==> src/hdl/ratp_pkg.sv <==
// ----------------------------------------------------------------------------
// ratp_pkg - shared types and constants for the adaptive transmit power block
// Payload structs, operation and register codes, and register reset values.
// ----------------------------------------------------------------------------
package ratp_pkg;

  typedef logic signed [15:0] q88_t;

  typedef enum logic {
    OP_SAMPLE = 1'b0,
    OP_RESET  = 1'b1
  } op_t;

  typedef enum logic [2:0] {
    REG_ADAPTIVE_ENABLE = 3'd0,
    REG_CAP_INDEX       = 3'd1,
    REG_STRONG_THRESH   = 3'd2,
    REG_WEAK_THRESH     = 3'd3,
    REG_STRONG_ROUNDS   = 3'd4,
    REG_WEAK_ROUNDS     = 3'd5
  } cfg_reg_t;

  typedef struct packed {
    op_t               op;
    logic [2:0]        link_slot;
    logic signed [7:0] rssi_dbm;
    logic              round_end;
  } in_item_t;

  typedef struct packed {
    logic [1:0] power_index;
    logic       stepped;
    logic       had_reading;
  } out_item_t;

  localparam logic              ENABLE_RESET        = 1'b1;
  localparam logic [1:0]        CAP_RESET           = 2'd2;
  localparam logic signed [7:0] STRONG_THRESH_RESET = -8'sd60;
  localparam logic signed [7:0] WEAK_THRESH_RESET   = -8'sd80;
  localparam logic [7:0]        STRONG_ROUNDS_RESET = 8'd3;
  localparam logic [7:0]        WEAK_ROUNDS_RESET   = 8'd2;
  localparam logic [7:0]        COUNT_MAX           = 8'hFF;

endpackage

==> src/hdl/ratp_avg_update.sv <==
// ----------------------------------------------------------------------------
// ratp_avg_update - per-link exponential average update
// Loads a first reading in Q8.8, otherwise adds a quarter of the error with
// a floor shift.
// ----------------------------------------------------------------------------
module ratp_avg_update
  import ratp_pkg::*;
(
  input  logic              has_avg,
  input  q88_t              avg_old,
  input  logic signed [7:0] rssi_dbm,
  output q88_t              avg_new
);

  q88_t               sample_q;
  logic signed [16:0] diff;
  logic signed [16:0] quarter;
  logic signed [16:0] sum;

  assign sample_q = {rssi_dbm, 8'h00};
  assign diff     = {sample_q[15], sample_q} - {avg_old[15], avg_old};
  assign quarter  = diff >>> 2;
  assign sum      = {avg_old[15], avg_old} + quarter;
  assign avg_new  = has_avg ? sum[15:0] : sample_q;

endmodule

==> src/hdl/rssi_adaptive_tx_power.sv <==
// ----------------------------------------------------------------------------
// rssi_adaptive_tx_power - RSSI driven adaptive transmit power control
// Per-link averaging, round minimum, hysteresis counters and power stepping.
// ----------------------------------------------------------------------------
// Readings enter an input register and are processed from that register
// against the link averages and round state; a round-end reading writes its
// result into an output register. One reading is taken every clock cycle
// unless a stalled result holds the input side, so the block sustains one
// item per cycle; the output register is the only point where a stalled
// result holds the input side. Configuration writes are always ready and
// are expected only while the block is idle; a cap write or a reset
// operation clears the averages, counters and round state.
// ----------------------------------------------------------------------------
module rssi_adaptive_tx_power
  import ratp_pkg::*;
#(
  parameter int MAX_LINKS         = 8,
  parameter int POWER_LEVEL_COUNT = 3
) (
  input  logic       clk,
  input  logic       rst_n,
  input  logic       in_valid,
  output logic       in_stall,
  input  in_item_t   in_data,
  output logic       out_valid,
  input  logic       out_stall,
  output out_item_t  out_data,
  input  logic       cfg_valid,
  output logic       cfg_ready,
  input  logic [2:0] cfg_index,
  input  logic [7:0] cfg_data
);

  localparam int DEPTH = (MAX_LINKS < 8) ? MAX_LINKS : 8;
  localparam int IDX_W = (DEPTH > 1) ? $clog2(DEPTH) : 1;

  function automatic logic [1:0] eff_cap(input logic [1:0] cap);
    eff_cap = (int'(cap) < POWER_LEVEL_COUNT) ? cap : 2'd0;
  endfunction

  // configuration
  logic              enable_r;
  logic [1:0]        cap_r;
  logic signed [7:0] strong_thr_r;
  logic signed [7:0] weak_thr_r;
  logic [7:0]        strong_need_r;
  logic [7:0]        weak_need_r;
  logic              cfg_wr;
  logic              cap_wr;

  // pipeline
  logic      s1_valid_r;
  in_item_t  s1_item_r;
  logic      adv;
  logic      gives_result;
  logic      out_valid_r;
  out_item_t out_data_r;
  logic      out_load;
  out_item_t out_data_nxt;

  // state
  q88_t             avg_r [DEPTH];
  logic [DEPTH-1:0] link_has_r;
  q88_t             weakest_r;
  q88_t             weakest_nxt;
  logic             round_has_r;
  logic             round_has_nxt;
  logic [7:0]       strong_cnt_r;
  logic [7:0]       strong_cnt_nxt;
  logic [7:0]       weak_cnt_r;
  logic [7:0]       weak_cnt_nxt;
  logic [1:0]       level_r;
  logic [1:0]       level_nxt;
  logic             active_r;
  logic             active_nxt;
  logic             clear_all;
  logic [1:0]       clear_level;

  logic [1:0]       ecap;
  logic             slot_ok;
  logic [IDX_W-1:0] slot_idx;
  logic             avg_we;
  q88_t             avg_old;
  q88_t             avg_new;
  q88_t             strong_q;
  q88_t             weak_q;

  assign cfg_ready = 1'b1;
  assign cfg_wr    = cfg_valid && cfg_ready;
  assign cap_wr    = cfg_wr && (cfg_reg_t'(cfg_index) == REG_CAP_INDEX);

  always_ff @(posedge clk) begin
    if (!rst_n) begin
      enable_r      <= ENABLE_RESET;
      cap_r         <= CAP_RESET;
      strong_thr_r  <= STRONG_THRESH_RESET;
      weak_thr_r    <= WEAK_THRESH_RESET;
      strong_need_r <= STRONG_ROUNDS_RESET;
      weak_need_r   <= WEAK_ROUNDS_RESET;
    end else if (cfg_wr) begin
      unique case (cfg_reg_t'(cfg_index))
        REG_ADAPTIVE_ENABLE: enable_r      <= cfg_data[0];
        REG_CAP_INDEX:       cap_r         <= cfg_data[1:0];
        REG_STRONG_THRESH:   strong_thr_r  <= cfg_data;
        REG_WEAK_THRESH:     weak_thr_r    <= cfg_data;
        REG_STRONG_ROUNDS:   strong_need_r <= cfg_data;
        REG_WEAK_ROUNDS:     weak_need_r   <= cfg_data;
        default: ;
      endcase
    end
  end

  assign ecap         = eff_cap(cap_r);
  assign gives_result = (s1_item_r.op == OP_SAMPLE) && s1_item_r.round_end;
  assign adv          = s1_valid_r && (!gives_result || !out_valid_r || !out_stall);
  assign in_stall     = s1_valid_r && !adv;

  assign slot_ok  = int'(s1_item_r.link_slot) < DEPTH;
  assign slot_idx = s1_item_r.link_slot[IDX_W-1:0];
  assign avg_old  = avg_r[slot_idx];
  assign strong_q = {strong_thr_r, 8'h00};
  assign weak_q   = {weak_thr_r, 8'h00};

  ratp_avg_update u_avg (
    .has_avg  (link_has_r[slot_idx]),
    .avg_old  (avg_old),
    .rssi_dbm (s1_item_r.rssi_dbm),
    .avg_new  (avg_new)
  );

  always_comb begin
    logic       reading;
    logic [1:0] cur;
    logic [7:0] inc;
    weakest_nxt    = weakest_r;
    round_has_nxt  = round_has_r;
    strong_cnt_nxt = strong_cnt_r;
    weak_cnt_nxt   = weak_cnt_r;
    level_nxt      = level_r;
    active_nxt     = active_r;
    clear_all      = 1'b0;
    avg_we         = 1'b0;
    out_load       = 1'b0;
    out_data_nxt   = out_data_r;
    reading        = 1'b0;
    cur            = (level_r > ecap) ? ecap : level_r;
    inc            = 8'd0;
    if (adv) begin
      if (s1_item_r.op == OP_RESET) begin
        clear_all = 1'b1;
      end else if (!enable_r) begin
        if (s1_item_r.round_end) begin
          out_load                 = 1'b1;
          out_data_nxt.stepped     = active_r && (level_r != ecap);
          out_data_nxt.had_reading = 1'b0;
          out_data_nxt.power_index = active_r ? ecap : level_r;
          clear_all                = active_r;
          weakest_nxt              = '0;
          round_has_nxt            = 1'b0;
        end
      end else begin
        active_nxt = 1'b1;
        reading    = (s1_item_r.rssi_dbm != 8'sd0) && slot_ok;
        if (reading) begin
          avg_we = 1'b1;
          if (!round_has_r || (avg_new < weakest_r)) begin
            weakest_nxt   = avg_new;
            round_has_nxt = 1'b1;
          end
        end
        if (s1_item_r.round_end) begin
          out_load                 = 1'b1;
          out_data_nxt.stepped     = 1'b0;
          out_data_nxt.had_reading = round_has_nxt;
          if (round_has_nxt) begin
            if (weakest_nxt > strong_q) begin
              weak_cnt_nxt = '0;
              inc = (strong_cnt_r == COUNT_MAX) ? strong_cnt_r : strong_cnt_r + 8'd1;
              strong_cnt_nxt = inc;
              if (inc >= strong_need_r) begin
                strong_cnt_nxt = '0;
                if (cur > 2'd0) begin
                  level_nxt            = cur - 2'd1;
                  out_data_nxt.stepped = 1'b1;
                end
              end
            end else if (weakest_nxt < weak_q) begin
              strong_cnt_nxt = '0;
              inc = (weak_cnt_r == COUNT_MAX) ? weak_cnt_r : weak_cnt_r + 8'd1;
              weak_cnt_nxt = inc;
              if (inc >= weak_need_r) begin
                weak_cnt_nxt = '0;
                if (cur < ecap) begin
                  level_nxt            = cur + 2'd1;
                  out_data_nxt.stepped = 1'b1;
                end
              end
            end else begin
              strong_cnt_nxt = '0;
              weak_cnt_nxt   = '0;
            end
          end
          out_data_nxt.power_index = level_nxt;
          weakest_nxt              = '0;
          round_has_nxt            = 1'b0;
        end
      end
    end
  end

  assign clear_level = cap_wr ? eff_cap(cfg_data[1:0]) : ecap;

  always_ff @(posedge clk) begin
    if (!rst_n) begin
      s1_valid_r <= 1'b0;
    end else if (in_valid && !in_stall) begin
      s1_valid_r <= 1'b1;
    end else if (adv) begin
      s1_valid_r <= 1'b0;
    end
  end

  always_ff @(posedge clk) begin
    if (in_valid && !in_stall) begin
      s1_item_r <= in_data;
    end
  end

  always_ff @(posedge clk) begin
    if (!rst_n) begin
      out_valid_r <= 1'b0;
    end else if (out_load) begin
      out_valid_r <= 1'b1;
    end else if (!out_stall) begin
      out_valid_r <= 1'b0;
    end
  end

  always_ff @(posedge clk) begin
    if (out_load) begin
      out_data_r <= out_data_nxt;
    end
  end

  always_ff @(posedge clk) begin
    if (avg_we) begin
      avg_r[slot_idx] <= avg_new;
    end
  end

  always_ff @(posedge clk) begin
    if (!rst_n) begin
      link_has_r   <= '0;
      weakest_r    <= '0;
      round_has_r  <= 1'b0;
      strong_cnt_r <= '0;
      weak_cnt_r   <= '0;
      level_r      <= eff_cap(CAP_RESET);
      active_r     <= 1'b0;
    end else if (cap_wr || clear_all) begin
      link_has_r   <= '0;
      weakest_r    <= '0;
      round_has_r  <= 1'b0;
      strong_cnt_r <= '0;
      weak_cnt_r   <= '0;
      level_r      <= clear_level;
      active_r     <= 1'b0;
    end else begin
      if (avg_we) begin
        link_has_r[slot_idx] <= 1'b1;
      end
      weakest_r    <= weakest_nxt;
      round_has_r  <= round_has_nxt;
      strong_cnt_r <= strong_cnt_nxt;
      weak_cnt_r   <= weak_cnt_nxt;
      level_r      <= level_nxt;
      active_r     <= active_nxt;
    end
  end

  assign out_valid = out_valid_r;
  assign out_data  = out_data_r;

  a_level_within_cap: assert property (@(posedge clk) disable iff (!rst_n)
    level_r <= ecap)
    else $error("power level above effective cap");

  a_counters_exclusive: assert property (@(posedge clk) disable iff (!rst_n)
    !((strong_cnt_r != 8'd0) && (weak_cnt_r != 8'd0)))
    else $error("strong and weak round counters both running");

  a_round_cleared: assert property (@(posedge clk) disable iff (!rst_n)
    adv && gives_result |=> !round_has_r)
    else $error("round accumulator not cleared at round end");

  a_no_result_overwrite: assert property (@(posedge clk) disable iff (!rst_n)
    out_load |-> !(out_valid_r && out_stall))
    else $error("result loaded over a stalled transfer");

endmodule

==> config.mk <==
export PLATFORM = sky130hd
export DESIGN_NAME = rssi_adaptive_tx_power
export DESIGN_NICKNAME = d
export VERILOG_FILES = /design/src/hdl/ratp_pkg.sv /design/src/hdl/ratp_avg_update.sv /design/src/hdl/rssi_adaptive_tx_power.sv
export SDC_FILE = /design/constraint.sdc
export NUM_CORES = 1
export LEC_CHECK = 0
export BUFFER_PORTS_ARGS = -buffer_cell sky130_fd_sc_hd__buf_4
export CORE_MARGIN = 1.5
export CORE_UTILIZATION = 56
export DETAILED_ROUTE_END_ITERATION = 6
export HOLD_SLACK_MARGIN = 0.03
export PLACE_DENSITY = 0.85
export SKIP_LAST_GASP = 1
export SLEW_MARGIN = 20
export SYNTH_ARGS = -nofsm -noshare
export SYNTH_HDL_FRONTEND = slang
export SYNTH_SLANG_ARGS = --single-unit
==> constraint.sdc <==
create_clock -name clk -period 9.2 [get_ports clk]
set_input_delay 0.46 -clock clk [delete_from_list [all_inputs] [get_ports clk]]
set_output_delay 0.46 -clock clk [all_outputs]
set_load 0.02 [all_outputs]
---- Word-level counts from Yosys, hierarchy flattened ----
Memory sizes are Yosys's and may differ from the RTL's. A register that Yosys moved wholly into a read port is not among the register bits.
Cells that the tools add are included.
operators by class
  $add $sub $neg .......................... 6
  order comparisons ....................... 12
  equality and inequality tests ........... 10
  muxes and demuxes ....................... 73
  bitwise operators ....................... 3
  reduce and logical (&&, ||, !) cells .... 36
operators with widths
  kind                 number
  $mux 16              9
  $mux 8               7
  $mux 1               34
  $mux 2               17
  $lt 16x16->1         2
  $sub 16x16->17       1
  $add 16x15->16       1
  $add 8x1->8 const B  2
  $eq 8x8->1 const B   2
  $ge 8x8->1           2
  $gt 16x16->1         1
  $mux 4               3
  $reduce_and 2->1     6
  $reduce_bool 2->1    5
  $or 8x8->8           1
  $reduce_and 4->1     2
  $reduce_bool 8->1    1
  $logic_and 1x1->1    7
  $eq 3x2->1 const B   2
  $eq 3x3->1 const B   2
  $logic_not 1->1      6
  $reduce_and 3->1     2
  $reduce_and 5->1     1
  $logic_or 1x1->1     4
  other kinds (17)     20
word-level totals
  flip-flop bits (word level) ............. 98
  RAM bits ................................ 128
  word-level logic and storage cells ...... 163
  memories kept ........................... 1
memories
  name   words  width  read ports  clocked after Yosys merged registers in  wr ports  RTL line                      RTL
  avg_r  8      16     1           1                                        1         rssi_adaptive_tx_power.sv:62  q88_t avg_r [DEPTH];

---- Longest topological paths before layout ----
  word-level depth ........................ 19
  depth in mapped cells ................... 45
  gate-level depth less buffers ........... 38

---- Cells and area by module ----
From an unflattened synthesis, not the netlist that was laid out.
second synthesis, totals
  cell total of the unflattened synthesis .. 1,065
  area total of the unflattened synthesis .. 11,926.4 um^2
by module, submodules not included
  module                  times used  cells an instance  area each (um^2)  seq. area each (um^2)
  rssi_adaptive_tx_power  1           880                10,575.1          6,035.8
  ratp_avg_update         1           185                1,351.3           0.0

---- Worst setup path before layout ----
Ideal clock, no wire load.
  path type ............................... register -> register
  from .................................... register (tool-made name)
  to ...................................... register out_data_r (netlist bit out_data[2]) (data pin)
  setup time .............................. 152 ps
  arrival ................................. 9,507 ps
  slack ................................... -459 ps
  stages on the path, launching flop included .. 43
  cells stage by stage .................... dfxtp_1 > clkbuf_1 > buf_1 > buf_1 > mux4_2 > nand2_1 > and2_1 > ha_1 > inv_1 > nor3_1 > o21a_1 > o21a_1 > o41ai_1 > xnor2_1 > ha_1 > and3_1 > a2111oi_0 > o21ai_1 > [... 7 more ...] > a31oi_1 > and2_1 > buf_2 > buf_1 > nand2_1 > o21ai_1 > ha_1 > nor2b_1 > o21a_1 > o21ai_1 > a21oi_1 > o21ai_0 > a21oi_1 > and3b_1 > clkbuf_1 > mux2_2 > or4_1 > a31oi_1
RTL lines
  what                    RTL line                       RTL
  end signal: assignment  rssi_adaptive_tx_power.sv:241  out_data_r <= out_data_nxt;
  end: declaration        rssi_adaptive_tx_power.sv:57   out_item_t out_data_r;

==> load_flow_metrics.sql <==
INSERT INTO impl_metrics (metric_group, metric, value, unit) VALUES
('outcome', 'run_status', 'finished, final reports clean', ''),
('min_path', 'holdCritPathClass', 'primary input to register', ''),
('drt', 'drt_pass1_iterations', '5', ''),
('power', 'pwr_density_cell', '188', 'nW/um^2'),
('timing', 'timing_worst_slew_pin_value', '1.05', 'ns'),
('timing', 'final-max-slew-violation-count', '0', ''),
('timing', 'max_slew_headroom_at_the_worst_pin', '0.298', ''),
('clock_network', 'insertion_delay', '0.54', 'ns'),
('logic_synthesis', 'post-synth-top-area-cell', 'edfxtp_1', ''),
('drt', 'drc', '0', ''),
('logic_synthesis', 'synth_sequential_area_ratio', '0.507', ''),
('logic_synthesis', 'synth_cells', '1112', ''),
('power', 'vdd_ir_drop_max', '0.131', 'mV'),
('power', 'clock_power_share', '0.377', ''),
('power', 'switching_power', '0.000698', 'W'),
('global_routing', 'grt_first_pass_wirelength', '43100', 'um'),
('floorplanning', 'starting_density', '0.569', ''),
('setup_path', 'required', '9.57', 'ns'),
('logic_synthesis', 'synth_top_cell_area_share', '0.365', ''),
('logic_synthesis', 'most_area_consuming_cells_after_synthesis', 'edfxtp_1, dfxtp_1, ha_1, mux4_2, nand2_1', ''),
('placement', 'io_buffers', '34', ''),
('setup_path', 'cp_top_delay_family', 'compound AO/OA/AOI/OAI gates', ''),
('clock_network', 'cts_tree', 'yes', ''),
('drt', 'detailedRoute.firstIterationViolations', '669', ''),
('power', 'leakage', '5.13', 'nW'),
('logic_synthesis', 'net_count_of_the_mapped_netlist', '1221', ''),
('timing', 'finalHoldWorstSlack', '0.0968', 'ns'),
('power', 'netSwitchingFraction', '0.276', ''),
('clock_network', 'cts-root-to-sink-buffers', '3', ''),
('power', 'sequentialPowerShare', '0.441', ''),
('setup_path', 'cp-end-kind', 'register', ''),
('clock_network', 'clkTransAtPathRegs', '0.07', 'ns'),
('logic_synthesis', 'synthesis.yosys.warnings', '0', ''),
('floorplanning', 'chipWidth', '149', 'um'),
('global_routing', 'grtUsageTotal', '0.248', ''),
('floorplanning', 'rows', '53', ''),
('placement', 'dp_hpwl', '19100', 'um'),
('final_layout', 'final_cell_area', '13500', 'um^2'),
('placement', 'place_area', '12600', 'um^2'),
('placement', 'gp_congestion', '0.956', ''),
('timing', 'finalHoldViolations', '0', ''),
('global_routing', 'pin_count_of_the_biggest_net_entering_global_routing', '42', ''),
('floorplanning', 'design.die.area', '22200', 'um^2'),
('logic_synthesis', 'postSynth.asyncResetShare', '0', ''),
('timing', 'max_freq', '113', 'MHz'),
('logic_synthesis', 'synth.lib_cells_used.distinct', '71', ''),
('timing', 'final.period_utilization', '0.963', ''),
('drt', 'route.vias.total', '8810', ''),
('setup_path', 'slowest_cell_on_crit_path', 'mux4_2', ''),
('final_layout', 'area_delta_synth_final', '13.1', '%'),
('setup_path', 'start_kind', 'register', ''),
('drt', 'wirelength', '27500', 'um'),
('power', 'p_int', '0.00183', 'W'),
('power', 'pwr-share-comb', '0.182', ''),
('logic_synthesis', 'syn_area', '11900', 'um^2'),
('clock_network', 'cts_hold_repair.buffers', '0', ''),
('final_layout', 'nFillCells', '1604', ''),
('floorplanning', 'num_io_pins', '36', ''),
('drt', 'viasPerCell', '6.03', ''),
('final_layout', 'num-nets-final', '1276', ''),
('drt', 'drt-wirelength-per-cell', '18.8', 'um'),
('global_routing', 'grt_antenna_before_repair', '0', ''),
('clock_network', 'clock_sink_count', '229', ''),
('clock_network', 'clock-root-buffer', 'clkbuf_16', ''),
('global_routing', 'first_global_vias', '8486', ''),
('logic_synthesis', 'synth_enable_flop_cells', '145', ''),
('setup_path', 'critPathKind', 'register to register', ''),
('timing', 'setup_viol', '0', ''),
('drt', 'number_of_nets_still_failing_antenna_checks_after_routing', '0', ''),
('timing', 'clock_skew', '0.0231', 'ns'),
('setup_path', 'worstPathBufferInverterCount', '2', '');
[cell usage in the layout (no fill, tap or decap), types with 5 or more instances in the layout]
cell type | synthesis | layout
a211oi_1 | 8 | 6
buf_4 | 1 | 64
a21o_1 | 8 | 8
nor2b_1 | 13 | 13
or3_1 | 7 | 7
o21ai_0 | 18 | 17
a21oi_1 | 65 | 65
xnor2_1 | 23 | 23
a31oi_1 | 8 | 5
mux2i_1 | 12 | 11
inv_1 | 71 | 71
clkbuf_16 | 0 | 25
a22oi_1 | 25 | 25
ha_1 | 79 | 79
and2_1 | 15 | 14
nand4_1 | 7 | 7
o21a_1 | 10 | 10
dfxtp_1 | 84 | 82
mux4_2 | 25 | 25
clkinv_2 | 0 | 6
o21ai_1 | 25 | 25
edfxtp_1 | 145 | 145
or2_2 | 5 | 5
nor2_1 | 109 | 109
mux2_2 | 19 | 19
nor4_1 | 10 | 9
nor3_1 | 19 | 15
and3_1 | 13 | 13
nand2_1 | 130 | 130
o211ai_1 | 15 | 15
nand2b_1 | 8 | 8
nand3_1 | 29 | 29
xor2_1 | 9 | 9
[repair_timing]
action | CTS | global route
gates resized for setup | 4 | 18
setup buffers | 0 | 6
setup endpoints to repair | 13 | 20
gates cloned | 0 | 1
pin swaps | 0 | 6
[path summary, 6_finish.rpt]
path / startpoint / end / slack (ns) / cells after the start
hold reg to reg: strong_need_r[3] / strong_need_r[3] / 0.46 / 2
setup reg to reg: register / out_data[2] / 0.34 / 36
setup / recovery: register / out_data[2] / 0.34 / 36
hold / removal: in_data[8] / s1_item_r[8] / 0.1 / 1
[area by class of cell]
type,count,area [um^2],area share
flip-flops and latches,229,6040,0.448
multi-input cells,772,5530,0.411
clock buffers,29,651,0.0483
repair buffers,66,503,0.0373
well taps,275,344,0.0255
inverters,73,274,0.0203
clock inverters,17,129,0.00956
[through the flow]
stage	cells	TNS [ns]	utilization	power, W	setup WS (ns)
after floorplan	1112	0	-	0.00146	0.0671
after global placement	1408	0	0.599	0.00156	0.135
after detailed placement	1408	-1.06	0.599	0.00157	-0.290
after CTS	1454	0	0.637	0.00252	0.0729
after global routing	1461	-0.288	0.643	0.00262	-0.0577
final	1461	0	0.643	0.00253	0.342
[synth_stat cells, drive strengths merged, types with 9 or more instances]
| master | number |
|---|---|
| a21oi | 65 |
| nor2b | 13 |
| nor4 | 11 |
| clkbuf | 30 |
| nand3 | 29 |
| xnor2 | 23 |
| xor2 | 9 |
| dfxtp | 84 |
| buf | 9 |
| nor3 | 20 |
| a22oi | 25 |
| inv | 72 |
| nor2 | 109 |
| o21ai | 43 |
| mux2 | 26 |
| ha | 79 |
| o21a | 10 |
| nand2 | 130 |
| or2 | 11 |
| and3 | 13 |
| and2 | 15 |
| o211ai | 15 |
| mux2i | 12 |
| mux4 | 25 |
| edfxtp | 145 |
[logic make-up (layout without fill, tap and decap cells)]
family	Yosys count	after routing	synth area share
flops	229	229	0.507
simple gates	383	384	0.150
xor+xnor	33	33	0.0255
compound gates	211	211	0.112
mux	63	63	0.0828
fa+ha+maj	80	80	0.0846
other cells	1	1	0.000315
buf+inv	112	185	0.0377
[power by group through the flow]
stage	sequential (W)	clock [W]	combinational, W
3_5_place_dp	0.00114	0	0.000429
5_1_grt	0.00112	0.00100	0.000505
6_report	0.00112	0.000954	0.000462
3_3_place_gp	0.00114	0	0.000419
2_1_floorplan	0.00113	0	0.000325
4_1_cts	0.00112	0.000968	0.000436
[layer usage]
metal / vias to the layer above / wire length, um / global-route usage
met5: - / 0 / 0
met2: 379 / 13300 / 0.427
met3: 69 / 2050 / 0.0330
li1: 4158 / - / -
met1: 4204 / 11400 / 0.327
met4: 0 / 742 / 0.0787
[sequential cells by signal, summed over array words and instances, names as in the netlist, named ones only]
name / count
weakest_r: 16
strong_thr_r: 8
avg_r: 128
s1_valid_r: 1
out_valid: 1
s1_item_r: 10
strong_cnt_r: 8
slot_idx: 3
enable_r: 1
weak_cnt_r: 8
level_r: 2
weak_thr_r: 8
active_r: 1
link_has_r: 8
weak_need_r: 8
cap_r: 2
round_has_r: 1
out_data: 4
strong_need_r: 8
[worst reg2reg max path, delay by kind of cell, from the launching register on]
kind / cells / cell delay (ns)
buffers and inverters: 2 / 0.25
AO/OA/AOI/OAI: 14 / 2.70
XOR/XNOR: 2 / 0.54
AND/OR/NAND/NOR: 10 / 2.08
adder cells (fa/ha/maj): 3 / 0.86
multiplexers: 5 / 1.89
flip-flops: 1 / 0.40
(Power assumes the default switching activity.)
